--- config.mk ---
export PLATFORM = sky130hd
export DESIGN_NAME = bitmap_indexed_block_allocator
export DESIGN_NICKNAME = d
export VERILOG_FILES = /design/src/hdl/bia_pkg.sv /design/src/hdl/bitmap_indexed_block_allocator.sv /design/src/hdl/bia_ram.sv /design/src/hdl/bia_ctrl.sv /design/src/hdl/bia_dp.sv
export SDC_FILE = /design/constraint.sdc
export NUM_CORES = 2
export LEC_CHECK = 0
export BUFFER_PORTS_ARGS = -buffer_cell sky130_fd_sc_hd__buf_2
export CAP_MARGIN = 25
export CORE_MARGIN = 3
export CORE_UTILIZATION = 30
export CTS_CLUSTER_SIZE = 8
export DETAILED_ROUTE_END_ITERATION = 10
export MAX_ROUTING_LAYER = met4
export PLACE_DENSITY_LB_ADDON = 0.1
export SLEW_MARGIN = 40
export SYNTH_ARGS = -nofsm -noshare
export SYNTH_HDL_FRONTEND = slang
export SYNTH_SLANG_ARGS = --single-unit
--- constraint.sdc ---
create_clock -name clk -period 20.4 [get_ports clk]
set_input_delay 1.02 -clock clk [delete_from_list [all_inputs] [get_ports clk]]
set_output_delay 1.02 -clock clk [all_outputs]
set_load 0.01 [all_outputs]
--- src/hdl/bia_pkg.sv ---
// ----------------------------------------------------------------------------
// bia_pkg
// Shared constants, codes and controller/datapath interface types for the
// bitmap indexed block allocator.
// ----------------------------------------------------------------------------
package bia_pkg;

    localparam int DISK_BLOCKS     = 64;
    localparam int FILE_SLOTS      = 16;
    localparam int MAX_FILE_BLOCKS = 16;

    // fixed field widths
    localparam int MODE_W   = 1;
    localparam int FID_W    = 4;
    localparam int LEN_W    = 5;
    localparam int STATUS_W = 3;

    // derived widths
    localparam int BLK_W    = $clog2(DISK_BLOCKS);
    localparam int CNT_W    = $clog2(DISK_BLOCKS + 1);
    localparam int SLOT_W   = (FILE_SLOTS > 1) ? $clog2(FILE_SLOTS) : 1;
    localparam int GOT_W    = $clog2(MAX_FILE_BLOCKS + 1);
    localparam int RAM_DEPTH = FILE_SLOTS * MAX_FILE_BLOCKS;
    localparam int RAM_AW   = (RAM_DEPTH > 1) ? $clog2(RAM_DEPTH) : 1;

    localparam logic MODE_CREATE = 1'b0;
    localparam logic MODE_DELETE = 1'b1;

    typedef enum logic [STATUS_W-1:0] {
        STAT_OK       = 3'd0,
        STAT_EXISTS   = 3'd1,
        STAT_NOSPACE  = 3'd2,
        STAT_NOTFOUND = 3'd3,
        STAT_BADLEN   = 3'd4
    } status_t;

    typedef enum logic [2:0] {
        S_IDLE,
        S_DECIDE,
        S_SCAN,
        S_DEL_RD,
        S_DEL_FREE,
        S_REPLY
    } state_t;

    typedef struct packed {
        logic    load_req;
        logic    start_create;
        logic    start_delete;
        logic    scan_take;
        logic    scan_skip;
        logic    del_read;
        logic    del_free;
        logic    del_commit;
        logic    reply;
        status_t reply_status;
    } bia_cmd_t;

    typedef struct packed {
        logic is_delete;
        logic slot_bad;
        logic slot_used;
        logic len_bad;
        logic no_space;
        logic blk_free;
        logic take_last;
        logic walk_done;
        logic out_ready;
    } bia_sts_t;

endpackage

--- src/hdl/bitmap_indexed_block_allocator.sv ---
// ----------------------------------------------------------------------------
// bitmap_indexed_block_allocator
// Indexed block allocator over a free-block bitmap with a per-file index list.
// ----------------------------------------------------------------------------
// One request is in work at a time. A rejected request passes from accept
// through the decide and reply states to its single result beat. A create
// scans the bitmap one block per cycle from block 0 while the result register
// can load, and emits a beat for each free block it takes. A delete walks the
// file's index list through the single read port of the index memory, whose
// read is registered, alternating a read state and a free state for each
// block. The bitmap and directory are flip-flops that reset marks all free
// and unused, so the block is ready right after reset; the index memory needs
// no clearing. A result register sits between the allocator and the result
// channel.
module bitmap_indexed_block_allocator
    import bia_pkg::*;
(
    input  logic                clk,
    input  logic                rst_n,
    input  logic                req_valid,
    output logic                req_stall,
    input  logic [MODE_W-1:0]   mode,
    input  logic [FID_W-1:0]    file_id,
    input  logic [LEN_W-1:0]    length,
    output logic                rsp_valid,
    input  logic                rsp_stall,
    output logic [STATUS_W-1:0] status,
    output logic [BLK_W-1:0]    block_index,
    output logic [CNT_W-1:0]    free_count,
    output logic                last
);

    bia_cmd_t cmd;
    bia_sts_t sts;

    bia_ctrl u_ctrl (
        .clk       (clk),
        .rst_n     (rst_n),
        .req_valid (req_valid),
        .req_stall (req_stall),
        .sts       (sts),
        .cmd       (cmd)
    );

    bia_dp u_dp (
        .clk         (clk),
        .rst_n       (rst_n),
        .mode        (mode),
        .file_id     (file_id),
        .length      (length),
        .cmd         (cmd),
        .sts         (sts),
        .rsp_valid   (rsp_valid),
        .rsp_stall   (rsp_stall),
        .status      (status),
        .block_index (block_index),
        .free_count  (free_count),
        .last        (last)
    );

    // a refusal is always a single final beat with no block
    a_reject_single: assert property (@(posedge clk) disable iff (!rst_n)
        rsp_valid && (status != STAT_OK) |-> last && (block_index == '0))
        else $error("rejection beat not final or carries a block");

    // a block is only taken when it is free and the result register can load
    a_take_free: assert property (@(posedge clk) disable iff (!rst_n)
        cmd.scan_take |-> sts.blk_free && sts.out_ready)
        else $error("scan took a used block or overwrote a pending beat");

    // free count never exceeds the disk size
    a_count_range: assert property (@(posedge clk) disable iff (!rst_n)
        rsp_valid |-> (32'(free_count) <= DISK_BLOCKS))
        else $error("free count out of range");

    // no new request is taken while a scan or walk is running
    a_busy_stall: assert property (@(posedge clk) disable iff (!rst_n)
        cmd.scan_take || cmd.scan_skip || cmd.del_read || cmd.del_free |-> req_stall)
        else $error("request channel open during allocation work");

endmodule

--- src/hdl/bia_ram.sv ---
// ----------------------------------------------------------------------------
// bia_ram
// Generic simple dual-port RAM: one write port, one read port, registered read.
// ----------------------------------------------------------------------------
module bia_ram #(
    parameter int WIDTH = 8,
    parameter int DEPTH = 16
) (
    input  logic                             clk,
    input  logic                             we,
    input  logic [$clog2(DEPTH)-1:0]         waddr,
    input  logic [WIDTH-1:0]                 wdata,
    input  logic                             re,
    input  logic [$clog2(DEPTH)-1:0]         raddr,
    output logic [WIDTH-1:0]                 rdata
);

    logic [WIDTH-1:0] mem [DEPTH];
    logic [WIDTH-1:0] rdata_reg;

    always_ff @(posedge clk)
    begin
        if (we)
        begin
            mem[waddr] <= wdata;
        end
        if (re)
        begin
            rdata_reg <= mem[raddr];
        end
    end

    assign rdata = rdata_reg;

endmodule

--- src/hdl/bia_ctrl.sv ---
// ----------------------------------------------------------------------------
// bia_ctrl
// Request sequencer: checks a request, runs the bitmap scan for a create or
// the index list walk for a delete, and replies to a reject or a delete.
// ----------------------------------------------------------------------------
module bia_ctrl
    import bia_pkg::*;
(
    input  logic     clk,
    input  logic     rst_n,
    input  logic     req_valid,
    output logic     req_stall,
    input  bia_sts_t sts,
    output bia_cmd_t cmd
);

    state_t  state_reg, state_next;
    status_t code_reg, code_next;

    always_ff @(posedge clk or negedge rst_n)
    begin
        if (!rst_n)
        begin
            state_reg <= S_IDLE;
            code_reg  <= STAT_OK;
        end
        else
        begin
            state_reg <= state_next;
            code_reg  <= code_next;
        end
    end

    // next state
    always_comb
    begin
        state_next = state_reg;
        code_next  = code_reg;
        case (state_reg)
            S_IDLE:
            begin
                if (req_valid)
                begin
                    state_next = S_DECIDE;
                end
            end
            S_DECIDE:
            begin
                state_next = S_REPLY;
                if (sts.slot_bad)
                begin
                    code_next = STAT_NOTFOUND;
                end
                else if (sts.is_delete)
                begin
                    if (!sts.slot_used)
                    begin
                        code_next = STAT_NOTFOUND;
                    end
                    else
                    begin
                        state_next = S_DEL_RD;
                    end
                end
                else if (sts.slot_used)
                begin
                    code_next = STAT_EXISTS;
                end
                else if (sts.len_bad)
                begin
                    code_next = STAT_BADLEN;
                end
                else if (sts.no_space)
                begin
                    code_next = STAT_NOSPACE;
                end
                else
                begin
                    state_next = S_SCAN;
                end
            end
            S_SCAN:
            begin
                if (sts.blk_free && sts.out_ready && sts.take_last)
                begin
                    state_next = S_IDLE;
                end
            end
            S_DEL_RD:
            begin
                if (sts.walk_done)
                begin
                    code_next  = STAT_OK;
                    state_next = S_REPLY;
                end
                else
                begin
                    state_next = S_DEL_FREE;
                end
            end
            S_DEL_FREE:
            begin
                state_next = S_DEL_RD;
            end
            S_REPLY:
            begin
                if (sts.out_ready)
                begin
                    state_next = S_IDLE;
                end
            end
            default:
            begin
                state_next = S_IDLE;
            end
        endcase
    end

    // outputs
    always_comb
    begin
        cmd              = '0;
        cmd.reply_status = code_reg;
        req_stall        = 1'b1;
        case (state_reg)
            S_IDLE:
            begin
                req_stall    = 1'b0;
                cmd.load_req = req_valid;
            end
            S_DECIDE:
            begin
                if (!sts.slot_bad && sts.is_delete && sts.slot_used)
                begin
                    cmd.start_delete = 1'b1;
                end
                if (!sts.slot_bad && !sts.is_delete && !sts.slot_used
                    && !sts.len_bad && !sts.no_space)
                begin
                    cmd.start_create = 1'b1;
                end
            end
            S_SCAN:
            begin
                cmd.scan_take = sts.blk_free && sts.out_ready;
                cmd.scan_skip = !sts.blk_free;
            end
            S_DEL_RD:
            begin
                cmd.del_commit = sts.walk_done;
                cmd.del_read   = !sts.walk_done;
            end
            S_DEL_FREE:
            begin
                cmd.del_free = 1'b1;
            end
            S_REPLY:
            begin
                cmd.reply = sts.out_ready;
            end
            default:
            begin
                req_stall = 1'b1;
            end
        endcase
    end

endmodule

--- src/hdl/bia_dp.sv ---
// ----------------------------------------------------------------------------
// bia_dp
// Allocator datapath: free-block bitmap, free count, directory, index list
// memory, scan and walk counters, and the result register.
// ----------------------------------------------------------------------------
module bia_dp
    import bia_pkg::*;
(
    input  logic                clk,
    input  logic                rst_n,
    input  logic [MODE_W-1:0]   mode,
    input  logic [FID_W-1:0]    file_id,
    input  logic [LEN_W-1:0]    length,
    input  bia_cmd_t            cmd,
    output bia_sts_t            sts,
    output logic                rsp_valid,
    input  logic                rsp_stall,
    output logic [STATUS_W-1:0] status,
    output logic [BLK_W-1:0]    block_index,
    output logic [CNT_W-1:0]    free_count,
    output logic                last
);

    // request
    logic [MODE_W-1:0] mode_reg;
    logic [FID_W-1:0]  fid_reg;
    logic [LEN_W-1:0]  len_reg;

    // allocation state
    logic [DISK_BLOCKS-1:0] free_map_reg, free_map_next;
    logic [CNT_W-1:0]       free_total_reg, free_total_next;
    logic [FILE_SLOTS-1:0]  slot_used_reg, slot_used_next;
    logic [LEN_W-1:0]       slot_len_reg [FILE_SLOTS];
    logic [LEN_W-1:0]       slot_len_next [FILE_SLOTS];

    // sequencing counters
    logic [BLK_W-1:0] scan_reg, scan_next;
    logic [GOT_W-1:0] got_reg, got_next;
    logic [GOT_W-1:0] walk_reg, walk_next;

    // result register
    logic                rsp_valid_reg, rsp_valid_next;
    logic [STATUS_W-1:0] status_reg;
    logic [BLK_W-1:0]    block_reg;
    logic [CNT_W-1:0]    count_reg;
    logic                last_reg;

    logic [SLOT_W-1:0] sidx;
    logic [RAM_AW-1:0] base;
    logic [BLK_W-1:0]  ram_rdata;
    logic              out_ready;

    assign sidx      = SLOT_W'(fid_reg);
    assign base      = RAM_AW'(32'(sidx) * MAX_FILE_BLOCKS);
    assign out_ready = !rsp_valid_reg || !rsp_stall;

    bia_ram #(
        .WIDTH (BLK_W),
        .DEPTH (RAM_DEPTH)
    ) u_list_ram (
        .clk   (clk),
        .we    (cmd.scan_take),
        .waddr (base + RAM_AW'(got_reg)),
        .wdata (scan_reg),
        .re    (cmd.del_read),
        .raddr (base + RAM_AW'(walk_reg)),
        .rdata (ram_rdata)
    );

    always_comb
    begin
        sts.is_delete = (mode_reg == MODE_DELETE);
        sts.slot_bad  = (32'(fid_reg) >= FILE_SLOTS);
        sts.slot_used = slot_used_reg[sidx];
        sts.len_bad   = (len_reg == '0) || (32'(len_reg) > MAX_FILE_BLOCKS);
        sts.no_space  = (32'(len_reg) > 32'(free_total_reg));
        sts.blk_free  = free_map_reg[scan_reg];
        sts.take_last = ((32'(got_reg) + 1) == 32'(len_reg));
        sts.walk_done = (32'(walk_reg) == 32'(slot_len_reg[sidx]));
        sts.out_ready = out_ready;
    end

    always_comb
    begin
        free_map_next   = free_map_reg;
        free_total_next = free_total_reg;
        slot_used_next  = slot_used_reg;
        slot_len_next   = slot_len_reg;
        scan_next       = scan_reg;
        got_next        = got_reg;
        walk_next       = walk_reg;

        // the count is taken up front: the check already guarantees enough free blocks
        if (cmd.start_create)
        begin
            free_total_next      = free_total_reg - CNT_W'(len_reg);
            slot_used_next[sidx] = 1'b1;
            slot_len_next[sidx]  = len_reg;
            scan_next            = '0;
            got_next             = '0;
        end
        if (cmd.start_delete)
        begin
            walk_next = '0;
        end
        if (cmd.scan_take)
        begin
            free_map_next[scan_reg] = 1'b0;
            got_next                = got_reg + 1'b1;
            scan_next               = scan_reg + 1'b1;
        end
        if (cmd.scan_skip)
        begin
            scan_next = scan_reg + 1'b1;
        end
        if (cmd.del_free)
        begin
            walk_next = walk_reg + 1'b1;
            if ((32'(ram_rdata) < DISK_BLOCKS) && !free_map_reg[ram_rdata])
            begin
                free_map_next[ram_rdata] = 1'b1;
                free_total_next          = free_total_reg + 1'b1;
            end
        end
        if (cmd.del_commit)
        begin
            slot_used_next[sidx] = 1'b0;
            slot_len_next[sidx]  = '0;
        end
    end

    assign rsp_valid_next = (cmd.scan_take || cmd.reply) ? 1'b1 :
                            (rsp_stall ? rsp_valid_reg : 1'b0);

    always_ff @(posedge clk or negedge rst_n)
    begin
        if (!rst_n)
        begin
            free_map_reg   <= '1;
            free_total_reg <= CNT_W'(DISK_BLOCKS);
            slot_used_reg  <= '0;
            for (int i = 0; i < FILE_SLOTS; i++)
            begin
                slot_len_reg[i] <= '0;
            end
            scan_reg       <= '0;
            got_reg        <= '0;
            walk_reg       <= '0;
            rsp_valid_reg  <= 1'b0;
        end
        else
        begin
            free_map_reg   <= free_map_next;
            free_total_reg <= free_total_next;
            slot_used_reg  <= slot_used_next;
            slot_len_reg   <= slot_len_next;
            scan_reg       <= scan_next;
            got_reg        <= got_next;
            walk_reg       <= walk_next;
            rsp_valid_reg  <= rsp_valid_next;
        end
    end

    always_ff @(posedge clk)
    begin
        if (cmd.load_req)
        begin
            mode_reg <= mode;
            fid_reg  <= file_id;
            len_reg  <= length;
        end
        if (cmd.scan_take)
        begin
            status_reg <= STAT_OK;
            block_reg  <= scan_reg;
            count_reg  <= free_total_reg;
            last_reg   <= sts.take_last;
        end
        else if (cmd.reply)
        begin
            status_reg <= cmd.reply_status;
            block_reg  <= '0;
            count_reg  <= free_total_reg;
            last_reg   <= 1'b1;
        end
    end

    assign rsp_valid   = rsp_valid_reg;
    assign status      = status_reg;
    assign block_index = block_reg;
    assign free_count  = count_reg;
    assign last        = last_reg;

endmodule
* Word-level counts from Yosys, hierarchy flattened
Memories as Yosys holds them, arrays and structs flattened. A register that Yosys moved wholly into a read port is not among the register bits.
Cells that the tools add are included.
** Word-level totals
- Bits of input ports :: 14
- Memories :: 1
- Bits in writable memories :: 1536
- Logic and storage cells :: 176
- Output and inout port bits :: 19
- Bits in registers :: 217
** Operators by class
- Add/sub/neg operators :: 8
- Bitwise operators :: 9
- Reductions and logical operators :: 30
- $lt $le $gt $ge :: 10
- Equal/unequal tests :: 14
- Mux-type cells :: 72
** Memories
- u_dp.u_list_ram.mem :: depth 256, width 6, rd ports 1, clocked after memory_dff 1, write ports 1, line bia_ram.sv:18 : logic [WIDTH-1:0] mem [DEPTH];
** Operator list (count)
- $mux W64 :: 3
- $mux W80 :: 2
- $and A80 B80 Y80 :: 1
- $bwmux W80 :: 1
- $not A80 Y80 :: 1
- $and A64 B64 Y64 :: 1
- $not A64 Y64 :: 1
- $or A64 B64 Y64 :: 1
- $mux W3 :: 14
- $mux W5 :: 7
- $mux W7 :: 5
- $eq A32 B5 Y1 :: 1
- $mux W16 :: 2
- $mux W6 :: 5
- $mux W1 :: 21
- $bmux W5 S4 :: 1
- $demux W5 S4 :: 1
- $pmux W3 S6 :: 1
- $add A8 B5 Y8 :: 2
- $and A16 B16 Y16 :: 1
- $not A16 Y16 :: 1
- $or A16 B16 Y16 :: 1
- $lt A6 B7 Y1 const B :: 2
- $bmux W1 S6 :: 2
- other kinds (35) :: 65

* Longest topological paths before layout
- Depth after elaboration :: 11
- Gate-level depth with buffers :: 13
- Mapped depth without buffers :: 9

* Modules after synthesis
A second synthesis with hierarchy kept.
** Unflattened totals
- Cell total of the unflattened synthesis :: 4082
- Area total of the unflattened synthesis :: 71730.0 um^2
** By module, submodules not included
- bia_ram :: cells each 2964, times used 1, sequential area each 46304.4 um^2, area each 60133.9 um^2
- bia_dp :: cells each 1062, times used 1, sequential area each 5466.5 um^2, area each 11138.2 um^2
- bia_ctrl :: cells each 56, times used 1, sequential area each 150.1 um^2, area each 457.9 um^2

* Worst setup path after synthesis
OpenSTA, ideal clock, no wires.
- Kind :: register to register
- From :: reg u_dp.scan_reg[0]
- To :: reg u_dp.block_reg[0] (netlist: u_dp.block_index[0]) (enable)
- Library setup time :: 0.347 ns
- Data required time :: 20.053 ns
- Clock period less this slack :: 6.541 ns
- Setup slack :: 13.859 ns
- Stages on the path, launching flop included :: 12
- Arrival time :: 6.194 ns
- Path buffers :: 5
- Cells stage by stage :: dfrtp_1 buf_2 buf_4 mux4_2 mux2i_1 o211ai_1 a2111oi_4 or2_2 buf_2 buf_4 buf_2 nand2_1
** On the way
- Longest elaborated chain between the ends :: 5
** Ends and longest elaborated chain
- from (decl) :: line bia_dp.sv:37 : logic [BLK_W-1:0] scan_reg, scan_next;
- from (signal assigned) :: line bia_dp.sv:157 : scan_reg <= scan_next;
- $bmux W1 S6 :: line bia_dp.sv:77 : sts.blk_free = free_map_reg[scan_reg];
- $mux W1 (implied by the code) :: line bia_dp.sv:77
- $logic_and A1 B1 Y1 :: line bia_ctrl.sv:145 : cmd.scan_take = sts.blk_free && sts.out_ready;
- $mux W2 :: line bia_ctrl.sv:125 : case (state_reg)
- $reduce_bool A2 Y1 (no source line)
- to (signal assigned) :: line bia_dp.sv:175 : block_reg <= scan_reg;
- to (decl) :: line bia_dp.sv:44 : logic [BLK_W-1:0] block_reg;
No other way between the ends. The select of a mux whose other input is x is not followed.
A chain may end at the register's enable or synchronous reset.

* Worst setup path after layout
- From :: reg u_dp.walk_reg[0]
- To :: reg u_dp.u_list_ram.rdata_reg[5] (netlist: u_dp.u_list_ram.rdata[5]), read port of u_dp.u_list_ram.mem, data pin
** On the way
- Longest elaborated chain between the ends :: 3
- Elaborated cells on any way between the ends :: 4
- Those cells by class :: add/sub (1); eq/ne (1); mux (1); reduce/logical (1)
** Ends and longest elaborated chain
- from (decl) :: line bia_dp.sv:39 : logic [GOT_W-1:0] walk_reg, walk_next;
- from (signal assigned) :: line bia_dp.sv:159 : walk_reg <= walk_next;
- parallel branches: the longest is 3 deep, another holds $add A8 B5 Y8
- to (decl) :: line bia_ram.sv:19 : logic [WIDTH-1:0] rdata_reg;
Parallel ways; which one is timed is not known.

==> impl_metrics.prom <==
# TYPE chip_impl_metric gauge
chip_impl_metric{name="htree_levels",unit=""} 4
chip_impl_metric{name="pin_count_of_the_biggest_net_entering_global_routing",unit=""} 138
chip_impl_metric{name="route.detailed.drc",unit=""} 0
chip_impl_metric{name="num_rows",unit=""} 179
chip_impl_metric{name="clkPwrFrac",unit=""} 0.352
chip_impl_info{name="setup.worst_path.start_class",value="register"} 1
chip_impl_info{name="synth_area_leader_cell",value="edfxtp_1"} 1
chip_impl_metric{name="fin_tns_setup",unit="ps"} 0
chip_impl_metric{name="area_fraction_in_compound_gates_after_synthesis",unit=""} 0.0506
chip_impl_metric{name="total_i_o_pin_count",unit=""} 33
chip_impl_metric{name="timing.final.max_slew_violations",unit=""} 0
chip_impl_info{name="clock_tree.root_cell",value="clkbuf_16"} 1
chip_impl_metric{name="leakagePower",unit="nW"} 25.9
chip_impl_metric{name="dpl.cell_count",unit=""} 6966
chip_impl_metric{name="synth_fa_ha_area_frac",unit=""} 0.00304
chip_impl_metric{name="route.antenna.remaining_nets",unit=""} 0
chip_impl_metric{name="net_switching_power",unit="mW"} 3.10
chip_impl_metric{name="r2r_setup_slack",unit="ps"} 14970
chip_impl_metric{name="gp_congestion",unit=""} 0.774
chip_impl_metric{name="synth_simple_gate_area_share",unit=""} 0.0500
chip_impl_info{name="worst_flop_to_flop_path_endpoint",value="u_dp.u_list_ram.rdata[5]"} 1
chip_impl_metric{name="die-area",unit="sq um"} 247000
chip_impl_metric{name="grt_antenna_before_repair",unit=""} 5
chip_impl_metric{name="timing.final.crit_period",unit="ps"} 5430
chip_impl_metric{name="drt_pass1_iterations",unit=""} 7
chip_impl_metric{name="critical_path.n_buffers_inverters",unit=""} 3
chip_impl_metric{name="core_area",unit="sq um"} 239000
chip_impl_metric{name="ys_ff_latch",unit=""} 1759
chip_impl_info{name="rsz_0062_raised_after_global_routing",value="false"} 1
chip_impl_metric{name="synthArstFlopShare",unit=""} 0.108
chip_impl_metric{name="grt_use_total",unit=""} 0.179
chip_impl_metric{name="final_layout_size_suffix_gt1_frac",unit=""} 0.273
chip_impl_info{name="timing.critical_path.slowest_stage_cell",value="dfrtp_4"} 1
chip_impl_info{name="beginning_of_the_worst_register_to_register_path",value="u_dp.walk_reg[0]"} 1
chip_impl_metric{name="layout_worst_path_cycle_share",unit=""} 0.266
chip_impl_metric{name="dp_worst_setup_slack",unit="ps"} 14820
chip_impl_metric{name="slowest_delay",unit="ps"} 870
chip_impl_metric{name="grt_pass1_vias",unit=""} 40200
chip_impl_metric{name="grt_remaining_overflow",unit=""} 0
chip_impl_info{name="cpLargestDelayFamily",value="buffers and inverters"} 1
chip_impl_info{name="worstSetupEndpointType",value="register"} 1
chip_impl_metric{name="skew",unit="ps"} 86.6
chip_impl_info{name="run_status",value="completed"} 1
chip_impl_info{name="synthMostInstantiatedCell",value="edfxtp_1"} 1
chip_impl_metric{name="switching_share",unit=""} 0.302
chip_impl_metric{name="finalHoldViolations",unit=""} 0
chip_impl_metric{name="dr_wl_cell",unit="microns"} 29.8
chip_impl_metric{name="clk_pin_slew_worst_paths",unit="ps"} 60
chip_impl_metric{name="final_area",unit="sq um"} 83600
chip_impl_metric{name="syn-cell-area",unit="sq um"} 72400
chip_impl_metric{name="ctsResizeCount",unit=""} 0
chip_impl_metric{name="worstSkewPairLatency",unit="ps"} 880
chip_impl_metric{name="totalWireLength",unit="mm"} 217
chip_impl_metric{name="edff_count_synth",unit=""} 1566
chip_impl_info{name="netlist_top_cells_count",value="1566 x edfxtp_1, 458 x mux4_2, 191 x nand2_1"} 1
chip_impl_metric{name="syn_area_per_cell",unit="sq um"} 18.4
chip_impl_metric{name="synth-warning-count",unit=""} 0
chip_impl_info{name="cells_traversed_along_the_worst_timing_path",value="buf_12 -> buf_4 -> buf_4 -> mux4_2 -> mux4_2 -> a22o_1 -> a21oi_1 -> nand4b_1"} 1
chip_impl_metric{name="final_net_count",unit=""} 4075
chip_impl_metric{name="via_count",unit=""} 38400
chip_impl_metric{name="seqPwrFrac",unit=""} 0.418
chip_impl_metric{name="dpl.hpwl",unit="mm"} 130
chip_impl_metric{name="port_buffers",unit=""} 32
chip_impl_metric{name="post_synth_mux_area_share",unit=""} 0.158
chip_impl_metric{name="internal_power",unit="mW"} 7.17
chip_impl_metric{name="setup-violations-final",unit=""} 0
chip_impl_metric{name="post_synth_xor_area_fraction",unit=""} 0.00266
chip_impl_metric{name="vdd_ir_drop_max",unit="uV"} 89.4
chip_impl_metric{name="finalHoldWorstSlack",unit="ps"} 136
chip_impl_metric{name="worst_slew_pin_slew",unit="ps"} 884
chip_impl_info{name="post_synth_main_area_contributors",value="edfxtp_1 65%, mux4_2 14%, dfrtp_1 4.3%, dfstp_2 2.4%, a22oi_1 1.3%"} 1
chip_impl_metric{name="cts_setup_buffers",unit=""} 0
chip_impl_info{name="ys_dominant_reg_cell",value="edfxtp_1"} 1
chip_impl_metric{name="timing.critical_path.required",unit="ps"} 20980
chip_impl_metric{name="share_comb_of_total_power",unit=""} 0.229
chip_impl_metric{name="yosys.area.top_type_share",unit=""} 0.650
chip_impl_info{name="ws_path_type",value="register to register"} 1
chip_impl_metric{name="detailed_place.area",unit="sq um"} 76600
chip_impl_metric{name="synth.lib_cells_used.distinct",unit=""} 82
chip_impl_metric{name="cap_violations",unit=""} 0
chip_impl_metric{name="synth_fp_nets",unit=""} 3972
chip_impl_info{name="main_combinational_cell_family_by_area_after_synthesis",value="multiplexers"} 1
chip_impl_metric{name="arrival",unit="ps"} 6010
chip_impl_metric{name="synth_sequential_area_ratio",unit=""} 0.717
chip_impl_metric{name="global_route_wire_length_before_repair",unit="mm"} 314
chip_impl_metric{name="cts_inserted_buffers",unit=""} 239
chip_impl_metric{name="starting_density_of_the_core",unit=""} 0.303
chip_impl_info{name="cts_tree",value="yes"} 1
chip_impl_metric{name="cts_hold_buf",unit=""} 0
chip_impl_metric{name="die_h",unit="microns"} 497
chip_impl_metric{name="layout.cells.non_filler",unit=""} 7283
chip_impl_metric{name="clock.fmax",unit="MHz"} 184
chip_impl_metric{name="synth_cells",unit=""} 3941
chip_impl_metric{name="area_growth_syn_to_layout",unit="%"} 15.5
chip_impl_metric{name="cellPowerDensity",unit="nW/um^2"} 123
chip_impl_metric{name="timing.reg2reg.worst_path_depth",unit=""} 8
chip_impl_metric{name="worst-path-max-fanout",unit=""} 73
chip_impl_metric{name="worst_slack",unit="ps"} 14970
chip_impl_metric{name="cts_max_path_buffers",unit=""} 3
chip_impl_metric{name="largest_register_ff_count",unit=""} 1536
chip_impl_metric{name="via_per_inst",unit=""} 5.27
chip_impl_metric{name="dieWidth",unit="microns"} 497
chip_impl_metric{name="numClockSinks",unit=""} 1759
chip_impl_info{name="hold_path_class",value="input pin to async pin"} 1
chip_impl_metric{name="worst_slew_margin_rel",unit=""} 0.410
chip_impl_metric{name="dr.first_iter.drc_count",unit=""} 3512
==> worst max path at each step <==
stage	startpoint	endpoint	slack, ps	cells past startpoint
global route	u_dp.walk_reg[0]	u_dp.u_list_ram.rdata[5]	14650	8
detailed placement	u_dp.walk_reg[0]	u_dp.u_list_ram.rdata[5]	14820	8
finish	u_dp.walk_reg[0]	u_dp.u_list_ram.rdata[5]	14970	8
global placement	u_dp.walk_reg[0]	u_dp.u_list_ram.rdata[0]	14710	8
floorplan	u_dp.scan_reg[0]	u_dp.block_index[0]	13860	11
CTS	u_dp.walk_reg[0]	u_dp.u_list_ram.rdata[5]	14830	8
==> metrics by stage <==
step / utilization / total power, mW
after floorplan: - / 5.87
after global placement: 0.319 / 6.77
after detailed placement: 0.320 / 6.78
after CTS: 0.348 / 10.4
after global routing: 0.350 / 10.7
final: 0.350 / 10.3
==> kinds of logic after synthesis <==
group,count (synthesis)
adders and majority gates,17
xor gates and xnor gates,22
buffers and inverters,301
muxes,564
AOI/OAI and AO/OA,537
DFF,1759
and+or+nand+nor,741
==> layer usage <==
layer / global-route usage / vias up / wire, microns
met5: - / - / 0
met4: 0.0418 / 0 / 4370
met3: 0.0251 / 278 / 9190
met2: 0.275 / 1019 / 103000
met1: 0.253 / 20800 / 101000
li1: - / 16300 / -
==> placed cells by master (no fill, tap or decap), types with 13 or more instances in the layout <==
master	count
edfxtp_1	1566
mux4_2	458
clkbuf_16	239
nor2_1	183
nand2_1	180
o21ai_0	165
a22oi_1	126
dfrtp_1	115
nor3_2	106
mux2i_1	77
buf_4	73
o31ai_1	71
dfstp_2	65
nand3_1	62
clkbuf_1	55
nor3_1	54
buf_2	32
nor2b_1	27
mux2_2	27
o22ai_1	27
inv_1	26
a21oi_1	26
a221oi_1	21
nand2b_1	18
xnor2_1	18
buf_6	18
a31oi_1	15
ha_1	15
a22o_1	14
or3_1	13
==> worst reg2reg max path, delay by kind of cell (launching register included) <==
kind                   cells  cell delay [ps]
AOI/OAI and AO/OA          2              880
buffers and inverters      3             2000
DFF                        1              870
muxes                      2             1210
and+or+nand+nor            1              200
==> power by group through the flow <==
stage          clock network [mW]  registers, mW  logic, mW
2_1_floorplan                   0           4.40       1.47
3_3_place_gp                    0           4.40       2.38
5_1_grt                      3.88           4.31       2.53
4_1_cts                      3.72           4.31       2.40
3_5_place_dp                    0           4.38       2.40
6_report                     3.62           4.30       2.36
==> cell type report <==
type / count / area [sq um]
antenna: 1 / 2.50
clock buffer: 296 / 6210
clock inverter: 16 / 394
fill: 22200 / 155000
inverter: 28 / 108
multi-input combinational: 1881 / 19800
sequential: 1759 / 52000
tap: 3167 / 3960
timing repair buffer: 135 / 1150
No activity file was read; power rests on OpenSTA's default activity.
